--- config.mk ---
export PLATFORM = sky130hd
export DESIGN_NAME = n_up_tile_placer_top_flat
export DESIGN_NICKNAME = d
export VERILOG_FILES = /design/src/sv/nup_pkg.sv /design/src/sv/nup_if.sv /design/src/sv/n_up_tile_placer_top.sv /design/src/sv/nup_div.sv /design/src/flat_wrapper.sv
export SDC_FILE = /design/constraint.sdc
export NUM_CORES = 2
export LEC_CHECK = 0
export ABC_AREA = 1
export BUFFER_PORTS_ARGS = -buffer_cell sky130_fd_sc_hd__buf_4
export CORE_MARGIN = 2
export CORE_UTILIZATION = 50
export DETAILED_ROUTE_END_ITERATION = 6
export GPL_ROUTABILITY_DRIVEN = 1
export GPL_TIMING_DRIVEN = 1
export HOLD_SLACK_MARGIN = 0.1
export MAX_ROUTING_LAYER = met4
export PLACE_DENSITY = 0.72
export SYNTH_ARGS = -nofsm -noshare
export SYNTH_HDL_FRONTEND = slang
export SYNTH_HIERARCHICAL = 1
export SYNTH_SLANG_ARGS = --single-unit
--- constraint.sdc ---
create_clock -name clk -period 19.1 [get_ports clk]
set_input_delay 1.91 -clock clk [delete_from_list [all_inputs] [get_ports clk]]
set_output_delay 1.91 -clock clk [all_outputs]
set_load 0.005 [all_outputs]
--- src/sv/nup_pkg.sv ---
// shared types, constants and helpers for the n-up tile placer
`timescale 1ns / 1ps
`default_nettype none
package nup_pkg;

  localparam int SIZE_W      = 22;
  localparam int SCALE_W     = 24;
  localparam int AXIS_W      = 5;
  localparam int SLOT_W      = 9;
  localparam int PROD_W      = SIZE_W + SCALE_W;
  localparam int CFG_INDEX_W = 2;
  localparam int CFG_DATA_W  = SIZE_W;
  localparam int DIV_W       = SIZE_W;
  localparam int DIV_BITS_W  = SCALE_W;
  localparam int DIV_CNT_W   = 5;

  localparam logic [AXIS_W-1:0] MAX_AXIS = 5'd16;

  localparam logic [CFG_INDEX_W-1:0] REG_SHEET_WIDTH  = 2'd0;
  localparam logic [CFG_INDEX_W-1:0] REG_SHEET_HEIGHT = 2'd1;
  localparam logic [CFG_INDEX_W-1:0] REG_COLUMNS      = 2'd2;
  localparam logic [CFG_INDEX_W-1:0] REG_ROWS         = 2'd3;

  localparam logic [SIZE_W-1:0]  RESET_SHEET_WIDTH  = 22'd156672;
  localparam logic [SIZE_W-1:0]  RESET_SHEET_HEIGHT = 22'd202752;
  localparam logic [AXIS_W-1:0]  RESET_COLUMNS      = 5'd2;
  localparam logic [AXIS_W-1:0]  RESET_ROWS         = 5'd2;
  localparam logic [SIZE_W-1:0]  RESET_CELL_WIDTH   = 22'd78336;
  localparam logic [SIZE_W-1:0]  RESET_CELL_HEIGHT  = 22'd101376;
  localparam logic [SCALE_W-1:0] SCALE_MAX          = 24'hFFFFFF;

  localparam logic [DIV_CNT_W-1:0] CELL_STEPS  = 5'd22;
  localparam logic [DIV_CNT_W-1:0] SLOT_STEPS  = 5'd9;
  localparam logic [DIV_CNT_W-1:0] SCALE_STEPS = 5'd24;

  typedef enum logic [3:0] {
    S_IDLE,
    S_CW,
    S_CH,
    S_SLOT,
    S_XS,
    S_YS,
    S_MP,
    S_MX,
    S_MY,
    S_DONE
  } state_t;

  typedef struct packed {
    logic                  start;
    logic [DIV_W-1:0]      rem_init;
    logic [DIV_BITS_W-1:0] bits;
    logic [DIV_CNT_W-1:0]  count;
    logic [DIV_W-1:0]      divisor;
  } div_req_t;

  typedef struct packed {
    logic                  busy;
    logic                  done;
    logic [DIV_BITS_W-1:0] quotient;
    logic [DIV_W-1:0]      remainder;
  } div_rsp_t;

  function automatic logic [AXIS_W-1:0] clamp_axis(input logic [AXIS_W-1:0] n);
    logic [AXIS_W-1:0] r;
    r = n;
    if (n == '0) begin
      r = 5'd1;
    end else if (n > MAX_AXIS) begin
      r = MAX_AXIS;
    end
    return r;
  endfunction

endpackage
`default_nettype wire

--- src/sv/nup_if.sv ---
// page and placement channel interfaces
`timescale 1ns / 1ps
`default_nettype none
interface nup_in_if;
  import nup_pkg::*;
  logic              valid;
  logic              ready;
  logic [SIZE_W-1:0] page_width;
  logic [SIZE_W-1:0] page_height;

  modport source (output valid, output page_width, output page_height, input ready);
  modport sink (input valid, input page_width, input page_height, output ready);
endinterface

interface nup_out_if;
  import nup_pkg::*;
  logic               valid;
  logic               ready;
  logic [SIZE_W-1:0]  origin_x;
  logic [SIZE_W-1:0]  origin_y;
  logic [SCALE_W-1:0] scale;
  logic               sheet_start;

  modport source (output valid, output origin_x, output origin_y, output scale,
                  output sheet_start, input ready);
  modport sink (input valid, input origin_x, input origin_y, input scale,
                input sheet_start, output ready);
endinterface
`default_nettype wire

--- src/sv/n_up_tile_placer_top.sv ---
// n-up tile placer: cell sizing, scale division and placement sequencer
// a page transfer runs a scale division for each axis whose scale does not
//   saturate; the shared divider gives one quotient bit a cycle
// one page at a time: a new page is taken only after the last one is placed
// a register write starts a pass on the divider that sizes the cells
// reset: synchronous, restores the register defaults, slot 0 and the default cells
`timescale 1ns / 1ps
`default_nettype none
module n_up_tile_placer_top import nup_pkg::*; (
  input  wire logic                   clk,
  input  wire logic                   rst,
  input  wire logic                   cfg_we,
  input  wire logic [CFG_INDEX_W-1:0] cfg_index,
  input  wire logic [CFG_DATA_W-1:0]  cfg_data,
  nup_in_if.sink                      page,
  nup_out_if.source                   place
);

  state_t state, state_next;
  logic   launch, launch_next;
  logic   dirty;

  logic [SIZE_W-1:0] sheet_width, sheet_height;
  logic [AXIS_W-1:0] columns, rows;
  logic [SIZE_W-1:0] cell_width, cell_height;
  logic [SLOT_W-1:0] slot;
  logic [AXIS_W-1:0] col, rowidx;

  logic [SIZE_W-1:0]  pw, ph;
  logic [3:0]         col_i, row_i;
  logic               start_flag;
  logic [SCALE_W-1:0] xs, ys;
  logic [PROD_W-1:0]  prod;
  logic [SIZE_W-2:0]  slack;
  logic [SIZE_W-1:0]  ox;

  logic               out_valid;
  logic [SIZE_W-1:0]  out_x, out_y;
  logic [SCALE_W-1:0] out_scale;
  logic               out_start;

  div_req_t div_req;
  div_rsp_t div_rsp;

  logic [AXIS_W-1:0]   cols_c, rws_c;
  logic [2*AXIS_W-1:0] per_sheet;
  logic                wrap;
  logic [SLOT_W-1:0]   slot_eff;
  logic [AXIS_W-1:0]   col_eff, rowidx_eff, col_inc;
  logic                col_roll;
  logic                accept, out_free, div_ok;
  logic                sat_x, sat_y, x_center;
  logic [SCALE_W-1:0]  sc;
  logic [SIZE_W-1:0]   page_sel, cell_sel;
  logic [PROD_W-17:0]  placed;
  logic [SIZE_W-1:0]   mul_a;
  logic [SCALE_W-1:0]  mul_b;
  logic [PROD_W-1:0]   mul_p;

  nup_div u_div (
    .clk (clk),
    .rst (rst),
    .req (div_req),
    .rsp (div_rsp)
  );

  assign cols_c     = clamp_axis(columns);
  assign rws_c      = clamp_axis(rows);
  assign per_sheet  = (2*AXIS_W)'(cols_c) * (2*AXIS_W)'(rws_c);
  assign wrap       = (2*AXIS_W)'(slot) >= per_sheet;
  assign slot_eff   = wrap ? '0 : slot;
  assign col_eff    = wrap ? '0 : col;
  assign rowidx_eff = wrap ? '0 : rowidx;
  assign col_inc    = col_eff + 1'b1;
  assign col_roll   = col_inc == cols_c;

  assign page.ready = (state == S_IDLE) && !dirty && !cfg_we;
  assign accept     = page.valid && page.ready;
  assign out_free   = !out_valid || place.ready;
  assign div_ok     = div_rsp.done && !launch;

  assign sat_x    = {8'b0, cell_width[SIZE_W-1:8]} >= pw;
  assign sat_y    = {8'b0, cell_height[SIZE_W-1:8]} >= ph;
  assign x_center = xs > ys;
  assign sc       = (xs < ys) ? xs : ys;
  assign page_sel = x_center ? pw : ph;
  assign cell_sel = x_center ? cell_width : cell_height;
  assign placed   = prod[PROD_W-1:16];

  // next state
  always_comb begin
    state_next = state;
    unique case (state)
      S_IDLE: begin
        if (dirty && !cfg_we) begin
          state_next = S_CW;
        end else if (accept) begin
          state_next = S_XS;
        end
      end
      S_CW: begin
        if (cfg_we) state_next = S_IDLE;
        else if (div_ok) state_next = S_CH;
      end
      S_CH: begin
        if (cfg_we) state_next = S_IDLE;
        else if (div_ok) state_next = S_SLOT;
      end
      S_SLOT: begin
        if (cfg_we || div_ok) state_next = S_IDLE;
      end
      S_XS: begin
        if (sat_x || div_ok) state_next = S_YS;
      end
      S_YS: begin
        if (sat_y || div_ok) state_next = S_MP;
      end
      S_MP: state_next = S_MX;
      S_MX: state_next = S_MY;
      S_MY: state_next = S_DONE;
      S_DONE: begin
        if (out_free) state_next = S_IDLE;
      end
      default: state_next = S_IDLE;
    endcase
    launch_next = (state_next == S_CW || state_next == S_CH || state_next == S_SLOT ||
                   state_next == S_XS || state_next == S_YS) && (state_next != state);
  end

  // divider and multiplier operands
  always_comb begin
    div_req = '0;
    mul_a   = '0;
    mul_b   = '0;
    unique case (state)
      S_CW: begin
        div_req.start   = launch;
        div_req.bits    = {sheet_width, 2'b0};
        div_req.count   = CELL_STEPS;
        div_req.divisor = DIV_W'(cols_c);
      end
      S_CH: begin
        div_req.start   = launch;
        div_req.bits    = {sheet_height, 2'b0};
        div_req.count   = CELL_STEPS;
        div_req.divisor = DIV_W'(rws_c);
      end
      S_SLOT: begin
        div_req.start   = launch;
        div_req.bits    = {slot, 15'b0};
        div_req.count   = SLOT_STEPS;
        div_req.divisor = DIV_W'(cols_c);
      end
      S_XS: begin
        div_req.start    = launch && !sat_x;
        div_req.rem_init = {8'b0, cell_width[SIZE_W-1:8]};
        div_req.bits     = {cell_width[7:0], 16'b0};
        div_req.count    = SCALE_STEPS;
        div_req.divisor  = pw;
      end
      S_YS: begin
        div_req.start    = launch && !sat_y;
        div_req.rem_init = {8'b0, cell_height[SIZE_W-1:8]};
        div_req.bits     = {cell_height[7:0], 16'b0};
        div_req.count    = SCALE_STEPS;
        div_req.divisor  = ph;
      end
      S_MP: begin
        mul_a = page_sel;
        mul_b = sc;
      end
      S_MX: begin
        mul_a = cell_width;
        mul_b = SCALE_W'(col_i);
      end
      S_MY: begin
        mul_a = cell_height;
        mul_b = SCALE_W'(row_i);
      end
      S_IDLE, S_DONE: begin
        mul_a = '0;
      end
      default: begin
        mul_a = '0;
      end
    endcase
  end

  assign mul_p = PROD_W'(mul_a) * PROD_W'(mul_b);

  // control state
  always_ff @(posedge clk) begin
    if (rst) begin
      state        <= S_IDLE;
      launch       <= 1'b0;
      dirty        <= 1'b0;
      sheet_width  <= RESET_SHEET_WIDTH;
      sheet_height <= RESET_SHEET_HEIGHT;
      columns      <= RESET_COLUMNS;
      rows         <= RESET_ROWS;
      cell_width   <= RESET_CELL_WIDTH;
      cell_height  <= RESET_CELL_HEIGHT;
      slot         <= '0;
      col          <= '0;
      rowidx       <= '0;
      out_valid    <= 1'b0;
    end else begin
      state  <= state_next;
      launch <= launch_next;
      if (state == S_CW && div_ok) cell_width <= div_rsp.quotient[SIZE_W-1:0];
      if (state == S_CH && div_ok) cell_height <= div_rsp.quotient[SIZE_W-1:0];
      if (state == S_SLOT && div_ok) begin
        rowidx <= div_rsp.quotient[AXIS_W-1:0];
        col    <= div_rsp.remainder[AXIS_W-1:0];
        dirty  <= 1'b0;
      end
      if (accept) begin
        slot   <= slot_eff + 1'b1;
        col    <= col_roll ? '0 : col_inc;
        rowidx <= col_roll ? rowidx_eff + 1'b1 : rowidx_eff;
      end
      if (cfg_we) begin
        dirty <= 1'b1;
        unique case (cfg_index)
          REG_SHEET_WIDTH:  sheet_width  <= cfg_data;
          REG_SHEET_HEIGHT: sheet_height <= cfg_data;
          REG_COLUMNS:      columns      <= cfg_data[AXIS_W-1:0];
          REG_ROWS:         rows         <= cfg_data[AXIS_W-1:0];
          default:          dirty        <= 1'b1;
        endcase
      end
      if (state == S_DONE && out_free) begin
        out_valid <= 1'b1;
      end else if (place.ready) begin
        out_valid <= 1'b0;
      end
    end
  end

  // datapath
  always_ff @(posedge clk) begin
    if (state != S_DONE) prod <= mul_p;
    if (accept) begin
      pw         <= page.page_width;
      ph         <= page.page_height;
      col_i      <= col_eff[3:0];
      row_i      <= 4'(rws_c - 5'd1 - rowidx_eff);
      start_flag <= slot_eff == '0;
    end
    if (state == S_XS) begin
      if (sat_x) xs <= SCALE_MAX;
      else if (div_ok) xs <= div_rsp.quotient;
    end
    if (state == S_YS) begin
      if (sat_y) ys <= SCALE_MAX;
      else if (div_ok) ys <= div_rsp.quotient;
    end
    if (state == S_MX) begin
      if (placed >= (PROD_W-16)'(cell_sel)) slack <= '0;
      else slack <= 21'((cell_sel - placed[SIZE_W-1:0]) >> 1);
    end
    if (state == S_MY) ox <= prod[SIZE_W-1:0];
    if (state == S_DONE && out_free) begin
      out_x     <= ox + (x_center ? SIZE_W'(slack) : '0);
      out_y     <= prod[SIZE_W-1:0] + (x_center ? '0 : SIZE_W'(slack));
      out_scale <= sc;
      out_start <= start_flag;
    end
  end

  assign place.valid       = out_valid;
  assign place.origin_x    = out_x;
  assign place.origin_y    = out_y;
  assign place.scale       = out_scale;
  assign place.sheet_start = out_start;

  // a transfer in closes the input until the page is placed
  a_busy_after_transfer: assert property (@(posedge clk) disable iff (rst)
    accept |=> !page.ready)
    else $error("page ready right after a transfer");

  // the slot column stays inside the grid
  a_col_in_grid: assert property (@(posedge clk) disable iff (rst)
    (state == S_IDLE && !dirty) |-> (wrap || (col < cols_c)))
    else $error("slot column outside the grid");

  // divider is never running during the multiply and output steps
  a_div_quiet: assert property (@(posedge clk) disable iff (rst)
    div_rsp.busy |-> !(state == S_MP || state == S_MX || state == S_MY || state == S_DONE))
    else $error("divider busy outside a division step");

endmodule
`default_nettype wire

--- src/sv/nup_div.sv ---
// shared restoring divider, one quotient bit per cycle
`timescale 1ns / 1ps
`default_nettype none
module nup_div import nup_pkg::*; (
  input  wire logic clk,
  input  wire logic rst,
  input  div_req_t  req,
  output div_rsp_t  rsp
);

  logic                  busy;
  logic                  done;
  logic [DIV_CNT_W-1:0]  cnt;
  logic [DIV_W-1:0]      rem;
  logic [DIV_BITS_W-1:0] bits;
  logic [DIV_BITS_W-1:0] quo;
  logic [DIV_W-1:0]      divisor;

  logic [DIV_W:0] trial;
  logic [DIV_W:0] diff;
  logic           ge;

  assign trial = {rem, bits[DIV_BITS_W-1]};
  assign ge    = trial >= {1'b0, divisor};
  assign diff  = trial - {1'b0, divisor};

  always_ff @(posedge clk) begin
    if (rst) begin
      busy <= 1'b0;
      done <= 1'b0;
      cnt  <= '0;
    end else begin
      done <= 1'b0;
      if (req.start) begin
        busy <= 1'b1;
        cnt  <= req.count;
      end else if (busy) begin
        cnt <= cnt - 1'b1;
        if (cnt == 5'd1) begin
          busy <= 1'b0;
          done <= 1'b1;
        end
      end
    end
  end

  always_ff @(posedge clk) begin
    if (req.start) begin
      rem     <= req.rem_init;
      bits    <= req.bits;
      divisor <= req.divisor;
      quo     <= '0;
    end else if (busy) begin
      rem  <= ge ? diff[DIV_W-1:0] : trial[DIV_W-1:0];
      bits <= {bits[DIV_BITS_W-2:0], 1'b0};
      quo  <= {quo[DIV_BITS_W-2:0], ge};
    end
  end

  assign rsp.busy      = busy;
  assign rsp.done      = done;
  assign rsp.quotient  = quo;
  assign rsp.remainder = rem;

endmodule
`default_nettype wire
--- src/flat_wrapper.sv ---
// flat-port wrapper written by rule: the top's interface ports become plain ports
module n_up_tile_placer_top_flat import nup_pkg::*;
  (clk, rst, cfg_we, cfg_index, cfg_data, page_valid, page_page_width, page_page_height, page_ready, place_valid, place_origin_x, place_origin_y, place_scale, place_sheet_start, place_ready);
  nup_in_if page_i ();
  nup_out_if place_i ();
  input  wire logic clk;
  input  wire logic rst;
  input  wire logic cfg_we;
  input  wire logic [CFG_INDEX_W-1:0] cfg_index;
  input  wire logic [CFG_DATA_W-1:0] cfg_data;
  input wire logic [$bits(page_i.valid)-1:0] page_valid;
  input wire logic [$bits(page_i.page_width)-1:0] page_page_width;
  input wire logic [$bits(page_i.page_height)-1:0] page_page_height;
  output wire logic [$bits(page_i.ready)-1:0] page_ready;
  output wire logic [$bits(place_i.valid)-1:0] place_valid;
  output wire logic [$bits(place_i.origin_x)-1:0] place_origin_x;
  output wire logic [$bits(place_i.origin_y)-1:0] place_origin_y;
  output wire logic [$bits(place_i.scale)-1:0] place_scale;
  output wire logic [$bits(place_i.sheet_start)-1:0] place_sheet_start;
  input wire logic [$bits(place_i.ready)-1:0] place_ready;
  assign page_i.valid = page_valid;
  assign page_i.page_width = page_page_width;
  assign page_i.page_height = page_page_height;
  assign page_ready = page_i.ready;
  assign place_valid = place_i.valid;
  assign place_origin_x = place_i.origin_x;
  assign place_origin_y = place_i.origin_y;
  assign place_scale = place_i.scale;
  assign place_sheet_start = place_i.sheet_start;
  assign place_i.ready = place_ready;
  n_up_tile_placer_top u_core (.clk(clk), .rst(rst), .cfg_we(cfg_we), .cfg_index(cfg_index), .cfg_data(cfg_data), .page(page_i), .place(place_i));
endmodule
==> impl_metrics.py <==
metrics = {
    "placement": {
        "hpwlAfterDp_mm": 101.3,
        "io_buffers": 143,
        "gp_congestion": 0.9868,
    },
    "clocking": {
        "clk_path_buf_depth": 3,
        "tritoncts": "done",
        "worstSkewPairLatency_ns": 0.63,
        "cts_setup_buffers": 0,
        "cts_max_level": 2,
        "cts_resized": 0,
        "clock-sinks": 481,
        "cts_buffers": 50,
        "cts-root-buf": "clkbuf_16",
        "cts.clk_slew.worst_paths_ns": 0.06,
        "holdBufCountCts": 0,
    },
    "global_route": {
        "grt_max_degree": 81,
        "use_met2_pct": 46.46,
        "grt_pass1_vias": 35113,
        "grt_overflow": 0,
        "use_met1_pct": 39.08,
        "met3_usage_pct": 4.998,
        "grt.busiest_layer": "met2",
        "grtUsageTotal_pct": 29.62,
        "grt_pass1_wl_mm": 200.6,
        "antenna_found_initial": 1,
    },
    "floorplan": {
        "rows": 109,
        "die_w_um": 302.5,
        "ios": 144,
        "die_y_um": 302.5,
        "start_util_pct": 50.41,
        "core_mm2": 0.08837,
        "die_area_mm2": 0.09150,
    },
    "pwr": {
        "power_density_mw_per_mm2": 51.96,
        "p_leak_nw": 22.70,
        "ir_drop_mv": 0.08075,
    },
    "sta": {
        "grt_setup_unrepaired": "no",
        "tightest_slew_ns": 1.160,
        "hold_slack_ns": 0.4300,
        "setup_violations": 0,
        "fin_crit_ns": 10.47,
        "slew_viol_final": 0,
        "relSlewSlack_pct": 22.59,
        "fin_crit_sh_pct": 54.80,
        "clock_skew_ns": 0.04580,
        "hold_viol_final": 0,
        "setup_tns_ns": 0,
        "fmax_mhz": 95.54,
    },
    "logic_synthesis": {
        "yosys_warnings": 6,
        "synth_cells": 5241,
        "syn_avg_cell_area_um2": 8.500,
        "syn_area_mm2": 0.04455,
    },
    "final_layout": {
        "syn_to_final_growth_pct": 8.091,
        "layout.nets": 6184,
        "insertedDiodeCount": 0,
        "drive_gt1_share_pct": 9.241,
        "utilization_pct": 54.49,
    },
    "hold_path": {
        "hp-class": "reg2reg",
    },
    "detailed_routing": {
        "ant_nets": 0,
        "finalWirelength_mm": 130.2,
        "via_per_inst": 5.475,
        "drtPass1Iterations": 7,
        "wire_per_inst_um": 20.00,
        "drc": 2,
        "drtIter0Drc": 3134,
        "num_vias": 35645,
    },
    "worst_setup_path": {
        "crit_type": "reg2reg",
        "crit_path_max_fanout": 80,
        "max_stage_delay_ns": 0.69,
        "endpoint_kind": "flop",
        "crit_slowest_cell": "buf_4",
        "crit_top_cell": "fa_1",
        "worstSetupStartpointType": "flop",
        "cp.required_ns": 19.47,
        "worst-endpoint-arrival_ns": 10.84,
    },
    "status": {
        "status": "complete, but fails checks",
        "violations": "DRC",
    },
    "job": {
        "drv_cap": 0,
    },
}
flip-flops by register name, summed over array words and instances (netlist names), 24 cells and up:
signal	count
u_core/prod	46
u_core/place.scale	24
u_core/u_div/bits	24
u_core/u_div/quo	24
u_core/xs	24
u_core/ys	24
through the flow:
step	cell area (um2)	cells	total power [mW]	worst slack, ns
after floorplan	44580	5250	1.373	11.16
after detailed placement	46400	6417	1.472	8.799
final	48150	6511	2.502	8.633
after CTS	48150	6511	2.512	8.777
after global placement	46400	6417	1.465	9.106
after global routing	48150	6511	2.591	8.031
cells in the final DEF (no fill, tap or decap), types with 7 or more instances in the layout:
master / count
conb_1: 10
o21a_1: 12
o22ai_1: 84
nand2_1: 1095
o211ai_1: 13
xnor2_1: 47
nand2_2: 23
o221ai_1: 7
nand3b_1: 28
nand3_2: 10
a21o_1: 9
or2_2: 8
a21oi_2: 11
clkinv_2: 12
nand3_1: 113
a21oi_1: 288
buf_4: 175
clkbuf_16: 52
inv_1: 1059
nor4_1: 18
fa_1: 451
nand4_1: 18
o21ai_2: 13
clkinvlp_4: 7
nor3_1: 22
nor2_4: 13
o2111ai_1: 7
ha_1: 356
nor2_2: 93
inv_2: 40
o21ai_0: 220
o21ai_1: 46
edfxtp_1: 327
nor2_1: 345
xor2_1: 63
a221oi_1: 11
dfxtp_1: 154
a31oi_1: 11
report_power, final:
group          total (mW)  internal, mW  switching, mW
combinational       0.263        0.0768          0.186
clock                1.04         0.597          0.445
sequential           1.20          1.17         0.0289
total                2.50          1.84          0.660
area by class of cell:
class	count	area, um2
clock buffers	60	1361
well taps	1165	1458
repair buffers	175	1314
inverters	1101	4134
multi-input cells	3495	26590
clock inverters	34	392.9
flip-flops and latches	481	12900
fillers	8167	40220
critical path: cells and delay by family (launching register included):
family	cells	cell delay [ns]
buffers and inverters	7	1.95
adders and majority gates	9	4.24
and+or+nand+nor	7	1.06
AOI/OAI and AO/OA	11	2.32
DFF	1	0.42
xor gates and xnor gates	1	0.15
per-layer routing:
layer	vias up	wire, um
met3	242	11070
met2	1476	59870
met4	0	4902
met1	17328	54390
met5	-	0
li1	16599	-
worst paths after layout:
check                                    from                        end  slack, ns  depth (start not counted)
hold / removal      u_core/prod[11]$_DFFE_PN_    u_core/ox[11]$_DFFE_PN_       0.43                          0
setup reg to reg  u_core/xs[10]$_SDFFCE_PP1P_  u_core/prod[43]$_DFFE_PN_       8.63                         35
hold reg to reg     u_core/prod[11]$_DFFE_PN_    u_core/ox[11]$_DFFE_PN_       0.43                          0
setup / recovery  u_core/xs[10]$_SDFFCE_PP1P_  u_core/prod[43]$_DFFE_PN_       8.63                         35
No activity file was read; power rests on OpenSTA's default activity.
